## config.mk

```make
export PLATFORM = sky130hd
export DESIGN_NAME = mts_ctrl
export DESIGN_NICKNAME = d
export VERILOG_FILES = /design/src/sv/mts_pkg.sv /design/src/sv/mts_ctrl.sv
export SDC_FILE = /design/constraint.sdc
export NUM_CORES = 1
export LEC_CHECK = 0
export ABC_CLOCK_PERIOD_IN_PS = 1500
export BUFFER_PORTS_ARGS = -buffer_cell sky130_fd_sc_hd__buf_2
export CAP_MARGIN = 10
export CORE_AREA = 2 2 39 41
export CTS_BUF_LIST = sky130_fd_sc_hd__clkbuf_16
export CTS_CLUSTER_DIAMETER = 120
export DETAILED_ROUTE_END_ITERATION = 8
export DIE_AREA = 0 0 41 43
export PLACE_DENSITY = 0.3
export SLEW_MARGIN = 0
export SYNTH_ARGS = -nofsm -noshare
export SYNTH_HDL_FRONTEND = slang
export SYNTH_SLANG_ARGS = --single-unit
```

## constraint.sdc

```tcl
create_clock -name i_clk -period 1.5 [get_ports i_clk]
set_clock_uncertainty 0.15 [all_clocks]
set_input_delay 0.3 -clock i_clk [delete_from_list [all_inputs] [get_ports i_clk]]
set_output_delay 0.3 -clock i_clk [all_outputs]
set_load 0.05 [all_outputs]
```

## src/sv/mts_pkg.sv

```systemverilog
package mts_pkg;

    // default sizes of the melody tables
    localparam int MAX_SONGS_DEF = 16;
    localparam int MAX_NOTES_DEF = 256;

    // song index is 4 bits wide, so never more than 16 songs in rotation
    localparam int SONG_LIMIT = 16;

    localparam logic signed [7:0] TEMPO_MIN = -8'sd75;
    localparam logic signed [7:0] TEMPO_MAX = 8'sd75;
    localparam logic [7:0]        PCT_FULL  = 8'd100;

    // x / 100 == (x * ceil(2^31 / 100)) >> 31, exact for x < 2^24
    localparam int          DIV_SHIFT    = 31;
    localparam logic [24:0] DIV100_RECIP = 25'd21474837;

    // op codes
    localparam logic [2:0] OP_TICK      = 3'd0;
    localparam logic [2:0] OP_PLAY      = 3'd1;
    localparam logic [2:0] OP_STOP      = 3'd2;
    localparam logic [2:0] OP_NEXT      = 3'd3;
    localparam logic [2:0] OP_PREV      = 3'd4;
    localparam logic [2:0] OP_LOAD_NOTE = 3'd5;
    localparam logic [2:0] OP_SET_LEN   = 3'd6;

    // register indexes
    localparam logic [1:0] REG_SONG_COUNT = 2'd0;
    localparam logic [1:0] REG_TEMPO      = 2'd1;
    localparam logic [1:0] REG_MUTE       = 2'd2;

    // note events
    localparam logic [1:0] EV_NONE = 2'd0;
    localparam logic [1:0] EV_NOTE = 2'd1;
    localparam logic [1:0] EV_SONG = 2'd2;

    typedef struct packed {
        logic [2:0]  op;
        logic [3:0]  song_sel;
        logic [7:0]  element_sel;
        logic [15:0] note_freq;
        logic [15:0] note_duration;
        logic [7:0]  song_len;
    } t_in;

    typedef struct packed {
        logic [15:0] tone_freq;
        logic        tone_on;
        logic [1:0]  note_event;
        logic        is_playing;
        logic [3:0]  song_index;
        logic [7:0]  element_index;
    } t_out;

    typedef struct packed {
        logic [1:0] reg_idx;
        logic [7:0] wdata;
    } t_cfg;

    typedef enum logic [1:0] {
        S_IDLE,
        S_READ,
        S_MUL,
        S_DONE
    } t_state;

    typedef struct packed {
        logic exec;  // item transfer: update sequencer state, write tables
        logic rd;    // read note tables at current position
        logic mul;   // duration times tempo factor
        logic fin;   // scale, load result register
    } t_cmd;

    typedef struct packed {
        logic out_blocked;
    } t_sts;

endpackage

```

## src/sv/mts_ctrl.sv

```systemverilog
module mts_ctrl (
    input  logic          i_clk,
    input  logic          i_rst_n,
    input  logic          i_in_valid,
    output logic          o_in_ready,
    input  mts_pkg::t_sts i_sts,
    output mts_pkg::t_cmd o_cmd
);

    mts_pkg::t_state r_state;
    mts_pkg::t_state n_state;

    always_ff @(posedge i_clk) begin
        if (!i_rst_n) begin
            r_state <= mts_pkg::S_IDLE;
        end else begin
            r_state <= n_state;
        end
    end

    always_comb begin
        n_state = r_state;
        case (r_state)
            mts_pkg::S_IDLE: begin
                if (i_in_valid) begin
                    n_state = mts_pkg::S_READ;
                end
            end
            mts_pkg::S_READ: n_state = mts_pkg::S_MUL;
            mts_pkg::S_MUL:  n_state = mts_pkg::S_DONE;
            mts_pkg::S_DONE: begin
                if (!i_sts.out_blocked) begin
                    n_state = mts_pkg::S_IDLE;
                end
            end
            default: n_state = mts_pkg::S_IDLE;
        endcase
    end

    always_comb begin
        o_in_ready = 1'b0;
        o_cmd      = '0;
        case (r_state)
            mts_pkg::S_IDLE: begin
                o_in_ready = 1'b1;
                o_cmd.exec = i_in_valid;
            end
            mts_pkg::S_READ: o_cmd.rd  = 1'b1;
            mts_pkg::S_MUL:  o_cmd.mul = 1'b1;
            mts_pkg::S_DONE: o_cmd.fin = !i_sts.out_blocked;
            default: begin
                o_in_ready = 1'b0;
            end
        endcase
    end

endmodule

```

==> summary.txt, run 1 <==
CORE AREA -> 1380 um2
failing checks -> setup timing
routability cong. -> 0.564
endpoints failing setup -> 2
share of layout cells above drive strength 1 -> 0.742
sequential share of the synthesized area -> 0.242
Slew HR -> 0.836
CP Class -> flip-flop to output port
post-synthesis cell type count -> 10
pin count of the biggest net entering global routing -> 5
CP max-delay cell -> dfxtp_4
TritonCTS clock tree -> done
CTS H-Tree Depth -> 1
RSZ-0062 raised after global routing -> yes
routed len/inst -> 9.13 um
max-slew violation count -> 0
fmax -> 655 MHz
Die Wd -> 41 um
peak supply drop -> 1.02 mV
Boundary Pins -> 9
antenna violations before repair -> 0
clk buf depth -> 2
Initial Util -> 0.119
first-pass GRT wire length -> 717 um
CP Data Required Time -> 1.05 ns
flop2flop setup slack -> 0.08 ns
Clk Latency, worst-skew pair -> 0.22 ns
DRT Wirelength -> 429 um
vias in the first global route -> 176
max reg flops -> 2
Final ANT Viol Nets -> 0
Post-Place Worst Slack -> 0.0564 ns
# nets final -> 41
die area -> 1760 um2
worst hold path class -> primary input to flip-flop
Syn Area/Cell -> 9.72 um2
hpwl dp -> 282 um
min Tclk post-route -> 1.53 ns
drt drc -> 0
Cell Rows -> 14
total of max-cap violations -> 0
FF+latch count, synth -> 2
outcome -> complete, but fails checks
area of the mapped netlist -> 165 um2
Crit Path Max Fanout -> 4
Iteration-0 DRC Markers -> 0
clock sinks -> 2
clk slew on worst S/H paths -> 0.03 ns
CTS Root Cell -> clkbuf_16
Cell Pwr Density -> 2520 nW/um2
Setup Total Neg Slack -> -0.0452 ns
final hold vios -> 0
cells after synthesis -> 17
Worst-Margin Slew -> 0.247 ns
worst-path cell chain -> ha_4 > and2b_2 > buf_8
period utilisation layout -> 1.02
final non-filler cell total -> 47
crit path DAT -> 1.08 ns
Port Buf Inserts -> 8
PnR Total Power -> 980 uW
DIE HEIGHT -> 43 um
most common cell after layout, fill and taps aside -> buf_2
grt total ovfl -> 0
Startpoint Class -> flip-flop
Final Worst Setup Slack -> -0.0258 ns
vias per inst -> 3.49
All-Layer GR Usage -> 0.0641
post-placement cell count -> 41
Net Count, Synth -> 25
Top reg by flops -> r_state
leak pwr -> 0.000190 uW
DR vias -> 164
area growth from synthesis to layout -> 136%
n_diodes -> 0
most frequent cells in the layout -> buf_2 (5), clkbuf_16 (3), buf_4 (3)
Yosys warnings -> 0
number of CTS-inserted buffers -> 3
first-pass detailed-route iteration total -> 1
worst stage delay on the critical path -> 0.36 ns
hold buffer count at cts -> 0
Top Registers -> r_state x2
Setup crit end kind -> output port
[synthesized netlist by cell type]
cell     number  area [um2]
o211a_1       1        10.0
and2_1        1        6.26
inv_1         3        11.3
ha_1          4        50.1
nand2_1       2        7.51
and2b_2       1        8.76
dfxtp_1       2        40.0
a211o_1       1        8.76
a22oi_2       1        12.5
mux2i_1       1        10.0
[critical path: cells and delay by family, from the launching register on]
family / cells / cell delay (ns)
fa+ha+maj: 1 / 0.16
buf+inv: 1 / 0.15
flops: 1 / 0.36
simple gates: 1 / 0.20
[logic make-up after synthesis]
family,after synthesis,share of synthesized area
DFF,2,0.242
buffers and inverters,3,0.0682
and+or+nand+nor,4,0.136
muxes,1,0.0606
AOI/OAI and AO/OA,3,0.189
adders and majority gates,4,0.303
[what timing repair did]
action	4_1_cts	5_1_grt
endpoints found under the setup margin	5	4
resized for setup	17	1
pin swaps	2	3
buffers inserted	2	1
[power breakdown]
group / switching, uW / leakage [uW] / internal, uW
logic: 265 / 0.000135 / 192
registers: 41.1 / 0.0000178 / 84.9
clock network: 58.0 / 0.0000370 / 339
total: 364 / 0.000190 / 616
[path summary, 6_finish.rpt]
path                      startpoint                      end  cells after the start
max          r_state[1]$_SDFFE_PN0P_                 o_cmd[0]                      3
min                          i_rst_n  r_state[0]$_SDFFE_PN0P_                      2
max reg2reg  r_state[0]$_SDFFE_PN0P_  r_state[1]$_SDFFE_PN0P_                      6
min reg2reg  r_state[1]$_SDFFE_PN0P_  r_state[1]$_SDFFE_PN0P_                      2
[through the flow]
step | instance area, um2 | util | hold WS [ns]
after floorplan | 180 | - | 0.283
after global placement | 240 | 0.174 | 0.335
after detailed placement | 240 | 0.174 | 0.354
after CTS | 378 | 0.273 | 0.183
after global routing | 389 | 0.281 | 0.227
final | 389 | 0.281 | 0.199
[routing by layer]
metal / vias up / GRT usage / part of all wire
met5: - / 0 / 0
met4: 0 / 0.0600 / 0
met3: 0 / 0.0157 / 0.072
met2: 7 / 0.0875 / 0.51
met1: 73 / 0.0767 / 0.42
li1: 84 / - / -
[layout make-up]
| cell class | count | area, um2 |
|---|---|---|
| fillers | 148 | 995 |
| multi-input cells | 12 | 141 |
| repair buffers | 11 | 88.8 |
| clock buffers | 3 | 75.1 |
| flip-flops and latches | 2 | 47.5 |
| well taps | 16 | 20.0 |
| inverters | 3 | 16.3 |
Note: power is estimated with default switching activity, not from simulation.
==> inputs of run 2 (changes only) <==
--- a/config.mk
+++ b/config.mk
@@ -6,7 +6,7 @@
 export NUM_CORES = 1
 export LEC_CHECK = 0
 export ABC_CLOCK_PERIOD_IN_PS = 1500
-export BUFFER_PORTS_ARGS = -buffer_cell sky130_fd_sc_hd__buf_2
+export BUFFER_PORTS_ARGS = -buffer_cell sky130_fd_sc_hd__buf_4
 export CAP_MARGIN = 10
 export CORE_AREA = 2 2 39 41
 export CTS_BUF_LIST = sky130_fd_sc_hd__clkbuf_16
==> run 2 against run 1 <==
The run still ends with setup timing left. Core utilization grew 0.90 points. Setup slack is essentially flat. Register-to-register slack better by 0.04 ns. Cell count did not move. Routed wire length up 3.5%. First-iteration DRC count unchanged. Power increased by 1.9%. Critical path depth rose by 1. Sequential power barely moved. Flip-flop and latch count is the same. Critical path type unchanged.
==> summary.txt, run 2 (synthesis results as in run 1) <==
DRT Wirelength -> 444 um
Port Buf Inserts -> 8
max-slew violation count -> 0
total of max-cap violations -> 0
RR Endpoint -> r_state[0]$_SDFFE_PN0P_
Cell Rows -> 14
endpoints failing setup -> 2
Boundary Pins -> 9
CORE AREA -> 1380 um2
Final Worst Setup Slack -> -0.0255 ns
clk buf depth -> 2
Design Area, Final -> 402 um2
Die Wd -> 41 um
P_sw -> 368 uW
# nets final -> 41
area growth from synthesis to layout -> 143%
fillers -> 150
Clock power frac -> 0.397
Slew HR -> 0.873
All-Layer GR Usage -> 0.0631
first-pass GRT wire length -> 752 um
Initial Util -> 0.119
Startpoint Class -> flip-flop
vias per inst -> 3.66
leak pwr -> 0.000194 uW
Iteration-0 DRC Markers -> 0
grt total ovfl -> 0
Final ANT Viol Nets -> 0
FF-to-FF Start -> r_state[1]$_SDFFE_PN0P_
R2R cell count -> 5
die area -> 1760 um2
routed len/inst -> 9.45 um
RSZ-0062 raised after global routing -> yes
failing checks -> setup timing
most common cell after layout, fill and taps aside -> buf_4
Critical Path Sink -> o_cmd[3]
period utilisation layout -> 1.02
TritonCTS clock tree -> done
Worst-Margin Slew -> 0.190 ns
CP Data Required Time -> 1.05 ns
hold buffer count at cts -> 0
number of CTS-inserted buffers -> 3
worst hold path class -> primary input to flip-flop
Setup crit end kind -> output port
min Tclk post-route -> 1.53 ns
drt drc -> 0
Worst Setup SP -> r_state[1]$_SDFFE_PN0P_
Cell Pwr Density -> 2490 nW/um2
CTS Root Cell -> clkbuf_16
Gate power share -> 0.476
most frequent cells in the layout -> buf_4 (8), clkbuf_16 (3)
Reg area -> 47.5 um2
fmax -> 656 MHz
sequential power share -> 0.127
antenna violations before repair -> 0
max reg flops -> 2
flop2flop setup slack -> 0.12 ns
DIE HEIGHT -> 43 um
clock sinks -> 2
clk slew on worst S/H paths -> 0.03 ns
outcome -> complete, but fails checks
CP Class -> flip-flop to output port
final hold vios -> 0
Top reg by flops -> r_state
Post-Place Worst Slack -> 0.0801 ns
n_diodes -> 0
Multi-input gate area -> 141 um2
Crit Path Max Fanout -> 4
first-pass detailed-route iteration total -> 1
crit path DAT -> 1.08 ns
share of layout cells above drive strength 1 -> 0.742
vias in the first global route -> 189
switching share of power -> 0.368
DP Area -> 260 um2
routability cong. -> 0.611
CTS H-Tree Depth -> 1
Clk Latency, worst-skew pair -> 0.22 ns
pin count of the biggest net entering global routing -> 5
Top Registers -> r_state x2
DR vias -> 172
peak supply drop -> 0.819 mV
P_int -> 631 uW
-- run 2: changes by cell type in the layout (fill, tap and decap cells not counted) --
cell   change
buf_4      +5
buf_2      -5
-- run 2: power by group through the flow --
stage	registers (uW)	logic, uW	clock network, uW
after detailed placement	96.6	410	0
final	127	475	397
after CTS	122	467	406
after global placement	95.6	409	0
after global routing	129	511	409
after floorplan	89.7	333	0
-- run 2: area by class of cell --
class / count / area share
well taps: 16 / 0.0498
clock buffers: 3 / 0.187
flip-flops and latches: 2 / 0.118
repair buffers: 11 / 0.252
inverters: 3 / 0.0405
multi-input cells: 12 / 0.352
-- run 2: how the worst min path moves through the flow --
stage | from | end | slack (ns) | cells after the start
5_1_grt | i_rst_n | r_state[0]$_SDFFE_PN0P_ | 0.20 | 2
4_1_cts | i_rst_n | r_state[0]$_SDFFE_PN0P_ | 0.18 | 2
6_report | i_rst_n | r_state[0]$_SDFFE_PN0P_ | 0.19 | 2
3_5_place_dp | r_state[1]$_SDFFE_PN0P_ | r_state[1]$_SDFFE_PN0P_ | 0.36 | 2
2_1_floorplan | i_rst_n | r_state[0]$_SDFFE_PN0P_ | 0.28 | 1
3_3_place_gp | r_state[1]$_SDFFE_PN0P_ | r_state[1]$_SDFFE_PN0P_ | 0.35 | 2
-- run 2: metrics by stage --
| step | utilization | instances | power (uW) | TNS [ns] | hold WS [ns] |
|---|---|---|---|---|---|
| finish | 0.290 | 47 | 999 | -0.0508 | 0.193 |
| global placement | 0.188 | 41 | 505 | 0 | 0.348 |
| global route | 0.290 | 47 | 1050 | -0.0929 | 0.202 |
| CTS | 0.286 | 47 | 995 | -0.0606 | 0.177 |
| floorplan | - | 17 | 423 | 0 | 0.283 |
| detailed placement | 0.188 | 41 | 507 | 0 | 0.360 |
-- run 2: per-layer routing --
metal / track usage / share of wire / routed length [um] / vias to the layer above
met5: 0 / 0 / 0 / -
li1: - / - / - / 84
met1: 0.0573 / 0.41 / 180 / 81
met3: 0.0157 / 0.070 / 31 / 0
met2: 0.113 / 0.52 / 232 / 7
met4: 0.0400 / 0 / 0 / 0
-- run 2: worst max-delay path: stages, from the launching register on --
cell	delay, ns
dfxtp_4	0.38
inv_4	0.04
ha_4	0.16
and2_4	0.13
buf_8	0.14
-- run 2: timing repair --
item	in CTS	in global routing
buffers inserted	3	0
endpoints found under the hold margin	0	0
endpoints found under the setup margin	5	3
pin swaps	2	0
resized for setup	13	2
==> inputs of run 3 (changes only) <==
--- a/config.mk
+++ b/config.mk
@@ -5,7 +5,7 @@
 export SDC_FILE = /design/constraint.sdc
 export NUM_CORES = 1
 export LEC_CHECK = 0
-export ABC_CLOCK_PERIOD_IN_PS = 1500
+export ABC_CLOCK_PERIOD_IN_PS = 1850
 export BUFFER_PORTS_ARGS = -buffer_cell sky130_fd_sc_hd__buf_4
 export CAP_MARGIN = 10
 export CORE_AREA = 2 2 39 41
@@ -13,7 +13,6 @@
 export CTS_CLUSTER_DIAMETER = 120
 export DETAILED_ROUTE_END_ITERATION = 8
 export DIE_AREA = 0 0 41 43
-export PLACE_DENSITY = 0.3
 export SLEW_MARGIN = 0
 export SYNTH_ARGS = -nofsm -noshare
 export SYNTH_HDL_FRONTEND = slang
==> constraint.sdc (replaced) <==
create_clock -name i_clk -period 1.85 [get_ports i_clk]
set_clock_uncertainty 0.15 [all_clocks]
set_input_delay 0.37 -clock i_clk [delete_from_list [all_inputs] [get_ports i_clk]]
set_output_delay 0.37 -clock i_clk [all_outputs]
set_load 0.05 [all_outputs]
==> run 3 against run 2 <==
Core utilization shrank 5.7 points. The run now ends clean. Global-route usage shrank 1.2 points. Setup slack gained 0.11 ns. Power shrank 31%. Cell count shrank 6.4%. Critical path type unchanged. Worst hold slack gained 0.078 ns. Sequential power shrank 39%. Largest cell class unchanged. Clock power shrank 19%. Routed wire length shrank 25%. Combinational power shrank 38%. Register-to-register slack gained 0.40 ns. Via count shrank 12%.
==> summary.txt, run 3 (synthesis results as in run 1) <==
outcome -> finished clean
Boundary Pins -> 9
pin count of the biggest net entering global routing -> 5
final hold vios -> 0
leak pwr -> 0.000171 uW
CP Class -> flip-flop to output port
share of layout cells above drive strength 1 -> 0.536
peak supply drop -> 0.661 mV
CORE AREA -> 1380 um2
Worst Setup SP -> r_state[1]$_SDFFE_PN0P_
n_diodes -> 0
Setup Total Neg Slack -> 0 ns
CP Data Required Time -> 1.33 ns
fmax -> 567 MHz
Cell Pwr Density -> 2150 nW/um2
Top Registers -> r_state x2
Iteration-0 DRC Markers -> 3
total of max-cap violations -> 0
clk slew on worst S/H paths -> 0.03 ns
Startpoint Class -> flip-flop
Worst-Margin Slew -> 0.175 ns
Setup crit end kind -> output port
most frequent cells in the layout -> buf_4 (8), ha_1 (4), inv_1 (3), clkbuf_16 (3), nand2_1 (2)
Die Wd -> 41 um
R2R cell count -> 4
endpoints failing setup -> 0
drt drc -> 0
clk buf depth -> 2
most common cell after layout, fill and taps aside -> buf_4
Port Buf Inserts -> 8
crit path DAT -> 1.24 ns
routed len/inst -> 7.61 um
antenna violations before repair -> 0
Cell Rows -> 14
number of CTS-inserted buffers -> 3
max-slew violation count -> 0
All-Layer GR Usage -> 0.0511
CTS H-Tree Depth -> 1
Crit Path Max Fanout -> 4
DR vias -> 151
FF-to-FF Start -> r_state[1]$_SDFFE_PN0P_
worst hold path class -> primary input to flip-flop
routability cong. -> 0.669
Slew HR -> 0.883
CTS Root Cell -> clkbuf_16
grt total ovfl -> 0
Top reg by flops -> r_state
flop2flop setup slack -> 0.52 ns
Initial Util -> 0.119
clock sinks -> 2
area growth from synthesis to layout -> 95.5%
RSZ-0062 raised after global routing -> no
Final ANT Viol Nets -> 0
DRT Wirelength -> 335 um
hpwl dp -> 258 um
die area -> 1760 um2
DIE HEIGHT -> 43 um
post-layout util -> 0.233
period utilisation layout -> 0.953
first-pass detailed-route iteration total -> 4
Clk Latency, worst-skew pair -> 0.22 ns
RR Endpoint -> r_state[0]$_SDFFE_PN0P_
min Tclk post-route -> 1.76 ns
vias per inst -> 3.43
Critical Path Sink -> o_cmd[3]
vias in the first global route -> 127
# nets final -> 38
TritonCTS clock tree -> done
max reg flops -> 2
first-pass GRT wire length -> 496 um
==> run 3: changes by cell type in the layout (fill, tap and decap cells not counted), sizes merged <==
cell / before / now
buf: 11 / 8
==> run 3: layer usage <==
metal,track usage,vias to the layer above,part of all wire
met5,0,-,0
met1,0.0605,63,0.48
met2,0.0438,10,0.36
li1,-,78,-
met3,0.0471,0,0.16
met4,0.0600,0,0
==> run 3: power breakdown <==
| part | total (uW) | internal [uW] | switching [uW] |
|---|---|---|---|
| sequential | 77.7 | 61.5 | 16.2 |
| clock | 321 | 275 | 46.4 |
| combinational | 295 | 102 | 193 |
==> run 3: final cells by class <==
class                      count  area [um2]
clock buffer                   3        75.1
multi-input combinational     12         115
sequential                     2        41.3
tap                           16        20.0
fill                         148        1060
timing repair buffer           8        60.1
inverter                       3        11.3
==> run 3: worst min path at each step <==
stage,from,end,cells past startpoint
2_1_floorplan,r_state[1]$_SDFFE_PN0P_,r_state[1]$_SDFFE_PN0P_,2
3_3_place_gp,r_state[1]$_SDFFE_PN0P_,r_state[1]$_SDFFE_PN0P_,2
3_5_place_dp,r_state[1]$_SDFFE_PN0P_,r_state[1]$_SDFFE_PN0P_,2
4_1_cts,i_rst_n,r_state[0]$_SDFFE_PN0P_,2
5_1_grt,i_rst_n,r_state[0]$_SDFFE_PN0P_,2
6_report,i_rst_n,r_state[0]$_SDFFE_PN0P_,2
==> run 3: what timing repair did <==
action / in CTS / in global routing
buffers inserted: 0 / 0
hold buffers: 0 / 0
setup endpoints to repair: 0 / 1
resized for setup: 0 / 1
==> run 3: critical path, cell delays in order (launching register included) <==
cell and delay, ns:
dfxtp_1 0.36, inv_1 0.07, ha_1 0.23, and2_2 0.18, buf_4 0.18
==> run 3: stage by stage <==
stage	instance area, um2	hold slack, ns	std cells	total power, uW	setup slack, ns
after floorplan	166	0.318	17	307	0.0133
after global placement	246	0.347	41	372	0.300
after detailed placement	246	0.350	41	374	0.271
after CTS	322	0.265	44	702	0.0374
after global routing	323	0.277	44	735	0.0298
final	323	0.271	44	694	0.0878
